<file path="src/hdl/wpfe_pkg.sv">
// Shared types and constants of the pulse feature extractor.
// No dependencies.
`timescale 1ns / 1ps
package wpfe_pkg;

  localparam int SAMPLE_W  = 16;
  localparam int SUM_W     = 23;
  localparam int IDX_W     = 7;
  localparam int CH_W      = 3;
  localparam int EVT_W     = 32;
  localparam int FRAC_W    = 8;
  localparam int FIX_W     = 24;
  localparam int CHG_W     = 30;
  localparam int CFG_IDX_W = 1;
  localparam int MAX_CHANNELS = 8;

  localparam int CHANNELS_DEF       = 8;
  localparam int RECORD_SAMPLES_DEF = 100;
  localparam int WINDOW_START_DEF   = 30;
  localparam int WINDOW_END_DEF     = 50;

  localparam logic [SAMPLE_W-1:0] THRESHOLD_RST = 16'd550;

  localparam logic [CFG_IDX_W-1:0] REG_THRESHOLD = 1'd0;
  localparam logic [CFG_IDX_W-1:0] REG_POLARITY  = 1'd1;

  typedef struct packed {
    logic [SUM_W-1:0]    bsum;
    logic [SUM_W-1:0]    wsum;
    logic [SAMPLE_W-1:0] ext;
    logic [IDX_W-1:0]    eidx;
    logic                seen;
    logic                over;
  } lane_st_t;

endpackage

</file>
<file path="src/hdl/wpfe_lane.sv">
// One channel lane: baseline and window sums, extreme sample tracking, threshold flag.
// Depends on wpfe_pkg.
`timescale 1ns / 1ps
module wpfe_lane (
  input  logic                         clk_i,
  input  logic                         rst_ni,
  input  logic                         upd_i,
  input  logic                         clr_i,
  input  logic                         in_win_i,
  input  logic [wpfe_pkg::IDX_W-1:0]   idx_i,
  input  logic [wpfe_pkg::SAMPLE_W-1:0] sample_i,
  input  logic                         pol_i,
  input  logic [wpfe_pkg::SAMPLE_W-1:0] thr_i,
  output wpfe_pkg::lane_st_t           nxt_o
);
  import wpfe_pkg::*;

  lane_st_t st_q, st_d;
  logic     better;

  always_comb begin
    better = pol_i ? (sample_i > st_q.ext) : (sample_i < st_q.ext);
    st_d   = st_q;
    if (upd_i) begin
      if (in_win_i) begin
        st_d.wsum = st_q.wsum + SUM_W'(sample_i);
      end else begin
        st_d.bsum = st_q.bsum + SUM_W'(sample_i);
      end
      if (sample_i > thr_i) begin
        st_d.over = 1'b1;
      end
      if (!st_q.seen || better) begin
        st_d.ext  = sample_i;
        st_d.eidx = idx_i;
        st_d.seen = 1'b1;
      end
    end
  end

  assign nxt_o = st_d;

  always_ff @(posedge clk_i or negedge rst_ni) begin
    if (!rst_ni) begin
      st_q <= '0;
    end else if (clr_i) begin
      st_q <= '0;
    end else begin
      st_q <= st_d;
    end
  end

endmodule

</file>
<file path="src/hdl/wpfe_merge.sv">
// Merge stage: holds the lane snapshot of a finished event and turns it into one result per
// cycle unless stalled, in a pipeline (pedestal divide, peak, charge). Depends on wpfe_pkg.
`timescale 1ns / 1ps
module wpfe_merge #(
  parameter int CHANNELS       = wpfe_pkg::CHANNELS_DEF,
  parameter int RECORD_SAMPLES = wpfe_pkg::RECORD_SAMPLES_DEF,
  parameter int WINDOW_START   = wpfe_pkg::WINDOW_START_DEF,
  parameter int WINDOW_END     = wpfe_pkg::WINDOW_END_DEF
) (
  input  logic                            clk_i,
  input  logic                            rst_ni,
  input  logic                            load_i,
  input  wpfe_pkg::lane_st_t              lanes_i [CHANNELS],
  input  logic [wpfe_pkg::EVT_W-1:0]      evn_i,
  input  logic                            pol_i,
  output logic                            busy_o,
  output logic                            out_valid_o,
  input  logic                            out_stall_i,
  output logic [wpfe_pkg::CH_W-1:0]       channel_o,
  output logic [wpfe_pkg::EVT_W-1:0]      event_number_o,
  output logic [wpfe_pkg::FIX_W-1:0]      pedestal_o,
  output logic [wpfe_pkg::FIX_W-1:0]      peak_height_o,
  output logic [wpfe_pkg::IDX_W-1:0]      peak_time_o,
  output logic signed [wpfe_pkg::CHG_W-1:0] charge_o,
  output logic                            over_threshold_o,
  output logic                            last_channel_o
);
  import wpfe_pkg::*;

  localparam int WE = (WINDOW_END > RECORD_SAMPLES) ? RECORD_SAMPLES : WINDOW_END;
  localparam int WS = (WINDOW_START > WE) ? WE : WINDOW_START;
  localparam int NW = WE - WS;
  localparam int NB = RECORD_SAMPLES - NW;
  localparam int NB_SAFE = (NB == 0) ? 1 : NB;
  localparam bit NB_ZERO = (NB == 0);
  localparam int RECIP_SH = 31 - FRAC_W;
  localparam int RECIP_W  = 32;
  localparam int PROD_W   = SUM_W + RECIP_W;
  localparam int EST_W    = PROD_W - RECIP_SH;
  localparam int M_W      = EST_W + IDX_W;
  localparam int NWP_W    = FIX_W + IDX_W;
  localparam int Q_W      = CHG_W + 4;
  localparam int CIW      = (CHANNELS > 1) ? $clog2(CHANNELS) : 1;

  localparam logic [RECIP_W-1:0] RECIP = RECIP_W'((64'd1 << 31) / NB_SAFE);
  localparam logic [IDX_W-1:0]   NB_C  = IDX_W'(NB);
  localparam logic [IDX_W-1:0]   NW_C  = IDX_W'(NW);
  localparam logic [CH_W-1:0]    LAST_CH = CH_W'(CHANNELS - 1);
  localparam logic signed [Q_W-1:0] Q_MAX =
    {{(Q_W-CHG_W+1){1'b0}}, {(CHG_W-1){1'b1}}};
  localparam logic signed [Q_W-1:0] Q_MIN =
    {{(Q_W-CHG_W+1){1'b1}}, {(CHG_W-1){1'b0}}};

  typedef struct packed {
    logic [CH_W-1:0]  ch;
    logic             last;
    logic [EVT_W-1:0] evn;
    lane_st_t         st;
  } meta_t;

  lane_st_t         buf_q [CHANNELS];
  logic [EVT_W-1:0] evn_q;
  logic             busy_q;
  logic [CH_W-1:0]  iss_q;
  logic             en;

  logic              v1_q, v2_q, v3_q, v4_q, out_valid_q;
  meta_t             m1_q, m2_q, m3_q, m4_q;
  logic [PROD_W-1:0] prod_q;
  logic [EST_W-1:0]  est_q;
  logic [M_W-1:0]    mul_q;
  logic [FIX_W-1:0]  ped3_q, ped4_q, peak4_q;
  logic [IDX_W-1:0]  ptime4_q;
  logic [NWP_W-1:0]  nwped4_q;

  logic [EST_W-1:0]     est_d;
  logic [M_W-1:0]       num, rem;
  logic [EST_W-1:0]     ped_full;
  logic [FIX_W-1:0]     ped_d;
  logic [FIX_W-1:0]     ext24;
  logic                 take;
  logic signed [Q_W-1:0] win_s, nwp_s, diff, qn;
  logic signed [CHG_W-1:0] q_sat;

  assign en     = !out_valid_q || !out_stall_i;
  assign busy_o = busy_q;

  // snapshot and issue
  always_ff @(posedge clk_i) begin
    if (load_i) begin
      buf_q <= lanes_i;
      evn_q <= evn_i;
    end
  end

  always_ff @(posedge clk_i or negedge rst_ni) begin
    if (!rst_ni) begin
      busy_q <= 1'b0;
      iss_q  <= '0;
    end else if (load_i) begin
      busy_q <= 1'b1;
      iss_q  <= '0;
    end else if (busy_q && en) begin
      if (iss_q == LAST_CH) begin
        busy_q <= 1'b0;
        iss_q  <= '0;
      end else begin
        iss_q <= iss_q + 1'b1;
      end
    end
  end

  // stage valids
  always_ff @(posedge clk_i or negedge rst_ni) begin
    if (!rst_ni) begin
      v1_q <= 1'b0;
      v2_q <= 1'b0;
      v3_q <= 1'b0;
      v4_q <= 1'b0;
      out_valid_q <= 1'b0;
    end else if (en) begin
      v1_q <= busy_q;
      v2_q <= v1_q;
      v3_q <= v2_q;
      v4_q <= v3_q;
      out_valid_q <= v4_q;
    end
  end

  // pedestal divide by constant: reciprocal multiply, then one correction step
  assign est_d = prod_q[PROD_W-1:RECIP_SH];
  assign num   = M_W'({m2_q.st.bsum, {FRAC_W{1'b0}}});
  assign rem   = num - mul_q;

  always_comb begin
    ped_full = est_q + EST_W'(rem >= M_W'(NB_C));
    if (NB_ZERO) begin
      ped_d = '0;
    end else if (|ped_full[EST_W-1:FIX_W]) begin
      ped_d = '1;
    end else begin
      ped_d = ped_full[FIX_W-1:0];
    end
  end

  assign ext24 = {m3_q.st.ext, {FRAC_W{1'b0}}};
  assign take  = m3_q.st.seen && (pol_i ? (ext24 > ped3_q) : (ext24 < ped3_q));

  always_comb begin
    win_s = $signed(Q_W'({m4_q.st.wsum, {FRAC_W{1'b0}}}));
    nwp_s = $signed(Q_W'(nwped4_q));
    diff  = win_s - nwp_s;
    qn    = pol_i ? diff : -diff;
    if (qn > Q_MAX) begin
      q_sat = Q_MAX[CHG_W-1:0];
    end else if (qn < Q_MIN) begin
      q_sat = Q_MIN[CHG_W-1:0];
    end else begin
      q_sat = qn[CHG_W-1:0];
    end
  end

  always_ff @(posedge clk_i) begin
    if (en) begin
      m1_q.ch   <= iss_q;
      m1_q.last <= (iss_q == LAST_CH);
      m1_q.evn  <= evn_q;
      m1_q.st   <= buf_q[iss_q[CIW-1:0]];
      prod_q    <= PROD_W'(buf_q[iss_q[CIW-1:0]].bsum) * PROD_W'(RECIP);

      m2_q  <= m1_q;
      est_q <= est_d;
      mul_q <= M_W'(est_d) * M_W'(NB_C);

      m3_q   <= m2_q;
      ped3_q <= ped_d;

      m4_q     <= m3_q;
      ped4_q   <= ped3_q;
      peak4_q  <= take ? ext24 : ped3_q;
      ptime4_q <= take ? m3_q.st.eidx : '0;
      nwped4_q <= NWP_W'(NW_C) * NWP_W'(ped3_q);

      channel_o        <= m4_q.ch;
      event_number_o   <= m4_q.evn;
      pedestal_o       <= ped4_q;
      peak_height_o    <= peak4_q;
      peak_time_o      <= ptime4_q;
      charge_o         <= q_sat;
      over_threshold_o <= m4_q.st.over;
      last_channel_o   <= m4_q.last;
    end
  end

  assign out_valid_o = out_valid_q;

endmodule

</file>
<file path="src/hdl/waveform_pulse_feature_extract.sv">
// Channel      | Handshake               | Beat
// sample in    | in_valid_i / in_stall_o | eight channel samples, end_of_event
// result out   | out_valid_o / out_stall_i | one channel's pulse features
// config write | cfg_valid_i / cfg_ready_o | register index and data
//
// One sample beat per cycle unless stalled; lanes update in the cycle of acceptance.
// At end of event the lanes are copied to the merge buffer, which issues one channel
// per cycle, unless the output stalls, into a five-stage pipeline.
// An end-of-event beat stalls until the previous event's CHANNELS results are issued.
// Async active-low reset clears lanes and counters, presets config; no clearing pass.
// Depends on wpfe_pkg, wpfe_lane, wpfe_merge.
`timescale 1ns / 1ps
module waveform_pulse_feature_extract #(
  parameter int CHANNELS       = wpfe_pkg::CHANNELS_DEF,
  parameter int RECORD_SAMPLES = wpfe_pkg::RECORD_SAMPLES_DEF,
  parameter int WINDOW_START   = wpfe_pkg::WINDOW_START_DEF,
  parameter int WINDOW_END     = wpfe_pkg::WINDOW_END_DEF
) (
  input  logic                             clk_i,
  input  logic                             rst_ni,
  input  logic                             in_valid_i,
  output logic                             in_stall_o,
  input  logic [wpfe_pkg::SAMPLE_W-1:0]    sample_ch0_i,
  input  logic [wpfe_pkg::SAMPLE_W-1:0]    sample_ch1_i,
  input  logic [wpfe_pkg::SAMPLE_W-1:0]    sample_ch2_i,
  input  logic [wpfe_pkg::SAMPLE_W-1:0]    sample_ch3_i,
  input  logic [wpfe_pkg::SAMPLE_W-1:0]    sample_ch4_i,
  input  logic [wpfe_pkg::SAMPLE_W-1:0]    sample_ch5_i,
  input  logic [wpfe_pkg::SAMPLE_W-1:0]    sample_ch6_i,
  input  logic [wpfe_pkg::SAMPLE_W-1:0]    sample_ch7_i,
  input  logic                             end_of_event_i,
  output logic                             out_valid_o,
  input  logic                             out_stall_i,
  output logic [wpfe_pkg::CH_W-1:0]        channel_o,
  output logic [wpfe_pkg::EVT_W-1:0]       event_number_o,
  output logic [wpfe_pkg::FIX_W-1:0]       pedestal_o,
  output logic [wpfe_pkg::FIX_W-1:0]       peak_height_o,
  output logic [wpfe_pkg::IDX_W-1:0]       peak_time_o,
  output logic signed [wpfe_pkg::CHG_W-1:0] charge_o,
  output logic                             over_threshold_o,
  output logic                             last_channel_o,
  input  logic                             cfg_valid_i,
  output logic                             cfg_ready_o,
  input  logic [wpfe_pkg::CFG_IDX_W-1:0]   cfg_index_i,
  input  logic [wpfe_pkg::SAMPLE_W-1:0]    cfg_data_i
);
  import wpfe_pkg::*;

  localparam int WE = (WINDOW_END > RECORD_SAMPLES) ? RECORD_SAMPLES : WINDOW_END;
  localparam int WS = (WINDOW_START > WE) ? WE : WINDOW_START;
  localparam logic [IDX_W-1:0] RS_C = IDX_W'(RECORD_SAMPLES);
  localparam logic [IDX_W-1:0] WS_C = IDX_W'(WS);
  localparam logic [IDX_W-1:0] WE_C = IDX_W'(WE);

  logic [SAMPLE_W-1:0] thr_q;
  logic                pol_q;
  logic [IDX_W-1:0]    idx_q;
  logic [EVT_W-1:0]    evn_q;
  logic                accept, in_rec, in_win, busy;
  logic [SAMPLE_W-1:0] samples [MAX_CHANNELS];
  lane_st_t            lane_nxt [CHANNELS];

  assign samples[0] = sample_ch0_i;
  assign samples[1] = sample_ch1_i;
  assign samples[2] = sample_ch2_i;
  assign samples[3] = sample_ch3_i;
  assign samples[4] = sample_ch4_i;
  assign samples[5] = sample_ch5_i;
  assign samples[6] = sample_ch6_i;
  assign samples[7] = sample_ch7_i;

  assign in_stall_o  = busy && end_of_event_i;
  assign accept      = in_valid_i && !in_stall_o;
  assign in_rec      = idx_q < RS_C;
  assign in_win      = (idx_q >= WS_C) && (idx_q < WE_C);
  assign cfg_ready_o = 1'b1;

  always_ff @(posedge clk_i or negedge rst_ni) begin
    if (!rst_ni) begin
      thr_q <= THRESHOLD_RST;
      pol_q <= 1'b0;
    end else if (cfg_valid_i && cfg_ready_o) begin
      unique case (cfg_index_i)
        REG_THRESHOLD: thr_q <= cfg_data_i;
        REG_POLARITY:  pol_q <= cfg_data_i[0];
        default: ;
      endcase
    end
  end

  always_ff @(posedge clk_i or negedge rst_ni) begin
    if (!rst_ni) begin
      idx_q <= '0;
      evn_q <= '0;
    end else if (accept) begin
      if (end_of_event_i) begin
        idx_q <= '0;
        evn_q <= evn_q + 1'b1;
      end else if (in_rec) begin
        idx_q <= idx_q + 1'b1;
      end
    end
  end

  for (genvar c = 0; c < CHANNELS; c++) begin : g_lane
    wpfe_lane u_lane (
      .clk_i    (clk_i),
      .rst_ni   (rst_ni),
      .upd_i    (accept && in_rec),
      .clr_i    (accept && end_of_event_i),
      .in_win_i (in_win),
      .idx_i    (idx_q),
      .sample_i (samples[c]),
      .pol_i    (pol_q),
      .thr_i    (thr_q),
      .nxt_o    (lane_nxt[c])
    );
  end

  wpfe_merge #(
    .CHANNELS       (CHANNELS),
    .RECORD_SAMPLES (RECORD_SAMPLES),
    .WINDOW_START   (WINDOW_START),
    .WINDOW_END     (WINDOW_END)
  ) u_merge (
    .clk_i            (clk_i),
    .rst_ni           (rst_ni),
    .load_i           (accept && end_of_event_i),
    .lanes_i          (lane_nxt),
    .evn_i            (evn_q),
    .pol_i            (pol_q),
    .busy_o           (busy),
    .out_valid_o      (out_valid_o),
    .out_stall_i      (out_stall_i),
    .channel_o        (channel_o),
    .event_number_o   (event_number_o),
    .pedestal_o       (pedestal_o),
    .peak_height_o    (peak_height_o),
    .peak_time_o      (peak_time_o),
    .charge_o         (charge_o),
    .over_threshold_o (over_threshold_o),
    .last_channel_o   (last_channel_o)
  );

endmodule

</file>
<file path="config.mk">
export PLATFORM = sky130hd
export DESIGN_NAME = waveform_pulse_feature_extract
export DESIGN_NICKNAME = d
export VERILOG_FILES = /design/src/hdl/wpfe_pkg.sv /design/src/hdl/wpfe_lane.sv /design/src/hdl/wpfe_merge.sv /design/src/hdl/waveform_pulse_feature_extract.sv
export SDC_FILE = /design/constraint.sdc
export NUM_CORES = 2
export LEC_CHECK = 0
export BUFFER_PORTS_ARGS = -buffer_cell sky130_fd_sc_hd__buf_4
export CORE_ASPECT_RATIO = 0.5
export CORE_UTILIZATION = 40
export DETAILED_ROUTE_END_ITERATION = 7
export GPL_TIMING_DRIVEN = 0
export SETUP_SLACK_MARGIN = 0.1
export SLEW_MARGIN = 30
export SYNTH_ARGS = -nofsm -noshare
export SYNTH_HDL_FRONTEND = slang
export SYNTH_HIERARCHICAL = 1
export SYNTH_SLANG_ARGS = --single-unit
</file>
<file path="constraint.sdc">
create_clock -name clk_i -period 30.3 [get_ports clk_i]
set_input_delay 6.06 -clock clk_i [delete_from_list [all_inputs] [get_ports clk_i]]
set_output_delay 6.06 -clock clk_i [all_outputs]
set_load 0.05 [all_outputs]
</file>
==> flow_summary.json <==
{
  "outcome": "complete, no violations",
  "r2r_setup_slack_ns": 19.24,
  "cts.sinks": 1892,
  "maxCapViolCount": 0,
  "post-route-period-util_pct": 42.0,
  "hold_buffers": 0,
  "synth_area_leaders": "edfxtp_1 35%, dfrtp_1 14%, ha_1 9.9%, mux4_2 2.9%, fa_1 2.8%",
  "final_cell_mix": "1259 x edfxtp_1, 861 x ha_1, 689 x inv_1",
  "detail_route.wirelength_um": 346000,
  "tightest_slew_ns": 1.09,
  "cp.required_ns": 24.24,
  "dr.first_iter.drc_count": 9098,
  "cpMostUsedCell": "buf_4",
  "die_x_um": 741,
  "grt_usage_pct": 24.5,
  "critPathMaxStageDelay_ns": 0.21,
  "postCtsResizedCells": 0,
  "timing_hold_violations_final": 0,
  "syn_nets": 10400,
  "slowest_stage": "nand2_1",
  "rsz0062_at_grt": "false",
  "crit-reg2reg-capture": "u_merge/prod_q[47]$_DFFE_PN_",
  "num_io_pins": 276,
  "final_antenna_net_count": 0,
  "critPathMaxFanout": 4,
  "clock_path_buffers": 4,
  "max_freq_ghz": 0.0785,
  "path_clk_slew_ns": 0.06,
  "crit_path_end_kind": "output pin",
  "synth_cells": 9261,
  "critical_path.top_delay_family": "buffers and inverters",
  "finalNetCount": 11000,
  "die_area_um2": 275000,
  "synth_seq_cells": 1892,
  "drive_gt1_share_pct": 14.0,
  "synth-edff-count": 1259,
  "hold_end": "u_merge/m2_q[60]$_DFFE_PN_",
  "grt_overflow": 0,
  "cts_tree": "done",
  "clock-skew-final_ns": 0.0927,
  "worstPathArrival_ns": 6.67,
  "crit_buf_inv": 3,
  "crit_chain": "buf_4 > nand2_1 > inv_1 > buf_4",
  "floorplan.rows": 135,
  "timing.final.max_slew_violations": 0,
  "io_buffers": 274,
  "setup_viol": 0,
  "insertion_delay_ns": 0.90,
  "holdPathStages": 0,
  "final_common_cell": "edfxtp_1",
  "vias_per_cell": 5.64,
  "synth_flop_cell": "edfxtp_1",
  "whs_ns": 0.393,
  "grt_pass1_vias": 71300,
  "core-area_um2": 271000,
  "cts_buffers": 191,
  "wl_per_cell_um": 25.5,
  "grt_pass1_wl_um": 494000,
  "r2r-start": "u_merge/iss_q[1]$_DFFE_PN0P_",
  "place_congestion": 0.973,
  "synth_top_area_share_pct": 34.6,
  "synth_top_area_cell": "edfxtp_1",
  "postCtsSetupRepairBufs": 0,
  "synth_cell_types": 105,
  "ys_warn_count": 6,
  "slew_headroom_pct": 27.5,
  "htreeDepth": 4,
  "hpwl_um": 264000,
  "synth-seq-area-share_pct": 49.1,
  "syn_area_per_cell_um2": 11.8,
  "period_minus_slack_ns": 12.73,
  "post-route-drc-count": 0,
  "holdCritPathClass": "reg -> reg",
  "start_kind": "input pin",
  "antenna_found_initial": 44,
  "path_class": "in -> out",
  "r2r_cells": 27,
  "root_buffer": "clkbuf_16",
  "grt_max_degree": 102,
  "hold_start": "u_merge/m1_q[60]$_DFFE_PN_",
  "via_count": 76800,
  "ys_async_sr_fraction_pct": 33.5,
  "netlist_area_um2": 109000,
  "start_util_pct": 40.3,
  "first_pass_iters": 8,
  "die_h_um": 372,
  "synthToLayoutAreaGrowth_pct": 13.1
}
-- stage by stage --
stage / util [%] / std cells / setup slack, ns / TNS (ns) / area [µm²]
after detailed placement: 43.2 / 13300 / 17.54 / 0 / 117000
after global routing: 45.6 / 13600 / 17.54 / 0 / 124000
after floorplan: - / 9261 / 6.21 / 0 / 109000
after global placement: 42.7 / 13200 / -3.88 / -1960.85 / 116000
after CTS: 45.6 / 13600 / 17.54 / 0 / 124000
final: 45.6 / 13600 / 17.57 / 0 / 124000
-- worst max-delay path by stage --
stage / startpoint / to / slack, ns / depth (start not counted)
final: end_of_event_i / in_stall_o / 17.57 / 4
after global routing: end_of_event_i / in_stall_o / 17.54 / 4
after CTS: end_of_event_i / in_stall_o / 17.54 / 4
after detailed placement: end_of_event_i / in_stall_o / 17.54 / 4
after global placement: end_of_event_i / g_lane[6].u_lane/st_q[60]$_DFF_PN0_ / -3.88 / 7
after floorplan: in_valid_i / g_lane[1].u_lane/st_q[11]$_DFF_PN0_ / 6.21 / 4
-- cells by family (layout without fill, tap and decap cells) --
group | count (synthesis) | in the layout | synth area share [%]
other cells | 1 | 7 | 0.00343
xor+xnor | 418 | 418 | 3.35
simple gates | 2531 | 2531 | 12.1
fa+ha+maj | 1013 | 1013 | 12.6
mux | 684 | 684 | 8.84
flops | 1892 | 1892 | 49.1
compound gates | 1720 | 1720 | 10.1
buf+inv | 1002 | 1708 | 3.80
-- cell type report --
cell class              instances  area (µm²)
plain buffers                 313        1570
diodes                          6        15.0
multi-input cells            6367       51500
inverters                     689        2590
clock inverters               102        1110
flip-flops and latches       1892       53700
fillers                     24700      148000
repair buffers                360        3410
clock buffers                 244        5190
well taps                    3630        4540
-- Yosys cell counts (all sizes together), types with 23 or more instances --
cell / n
a211oi: 100
a21boi: 23
a21o: 222
a21oi: 533
a31oi: 76
a41oi: 27
and2: 63
and2b: 51
and3: 71
and4: 25
buf: 93
clkbuf: 220
dfrtp: 629
edfxtp: 1259
fa: 152
ha: 861
inv: 689
mux2: 388
mux2i: 154
mux4: 142
nand2: 681
nand2b: 271
nand3: 202
nand3b: 31
nand4: 164
nor2: 402
nor2b: 296
nor3: 116
nor4: 27
o2111ai: 23
o211ai: 53
o21a: 59
o21ai: 351
o21bai: 38
o22ai: 30
o31ai: 29
or3: 39
or4: 28
xnor2: 217
xor2: 201
-- metal layers --
metal  vias up  track usage (%)  routed length [µm]
met5         -                0                  27
met4         4             7.25               11500
met3       456             7.19               40600
met2      3070             33.3              134000
met1     38300             37.4              160000
li1      34900                -                   -
-- registers in the layout, summed over array words and instances (netlist names), 7 cells and up --
signal	flops
u_merge/peak4_q	24
u_merge/evn_q	32
u_merge/est_q	25
u_merge/ped4_q	24
u_merge/charge_o	29
u_merge/buf_q	568
u_merge/m1_q	107
u_merge/ext24	16
u_merge/m2_q	107
u_merge/nwped4_q	25
u_merge/ptime4_q	7
u_merge/peak_height_o	24
u_merge/prod_q	25
u_merge/pedestal_o	24
u_merge/peak_time_o	7
g_lane.u_lane/st_q	568
u_merge/mul_q	26
u_merge/event_number_o	32
u_merge/ped3_q	24
u_merge/m3_q	68
idx_q	7
u_merge/m4_q	60
thr_q	16
evn_q	32
Power is left out: the tool's default activity adds up to more than one toggle a clock period on the data nets, which glitch-free logic cannot reach.
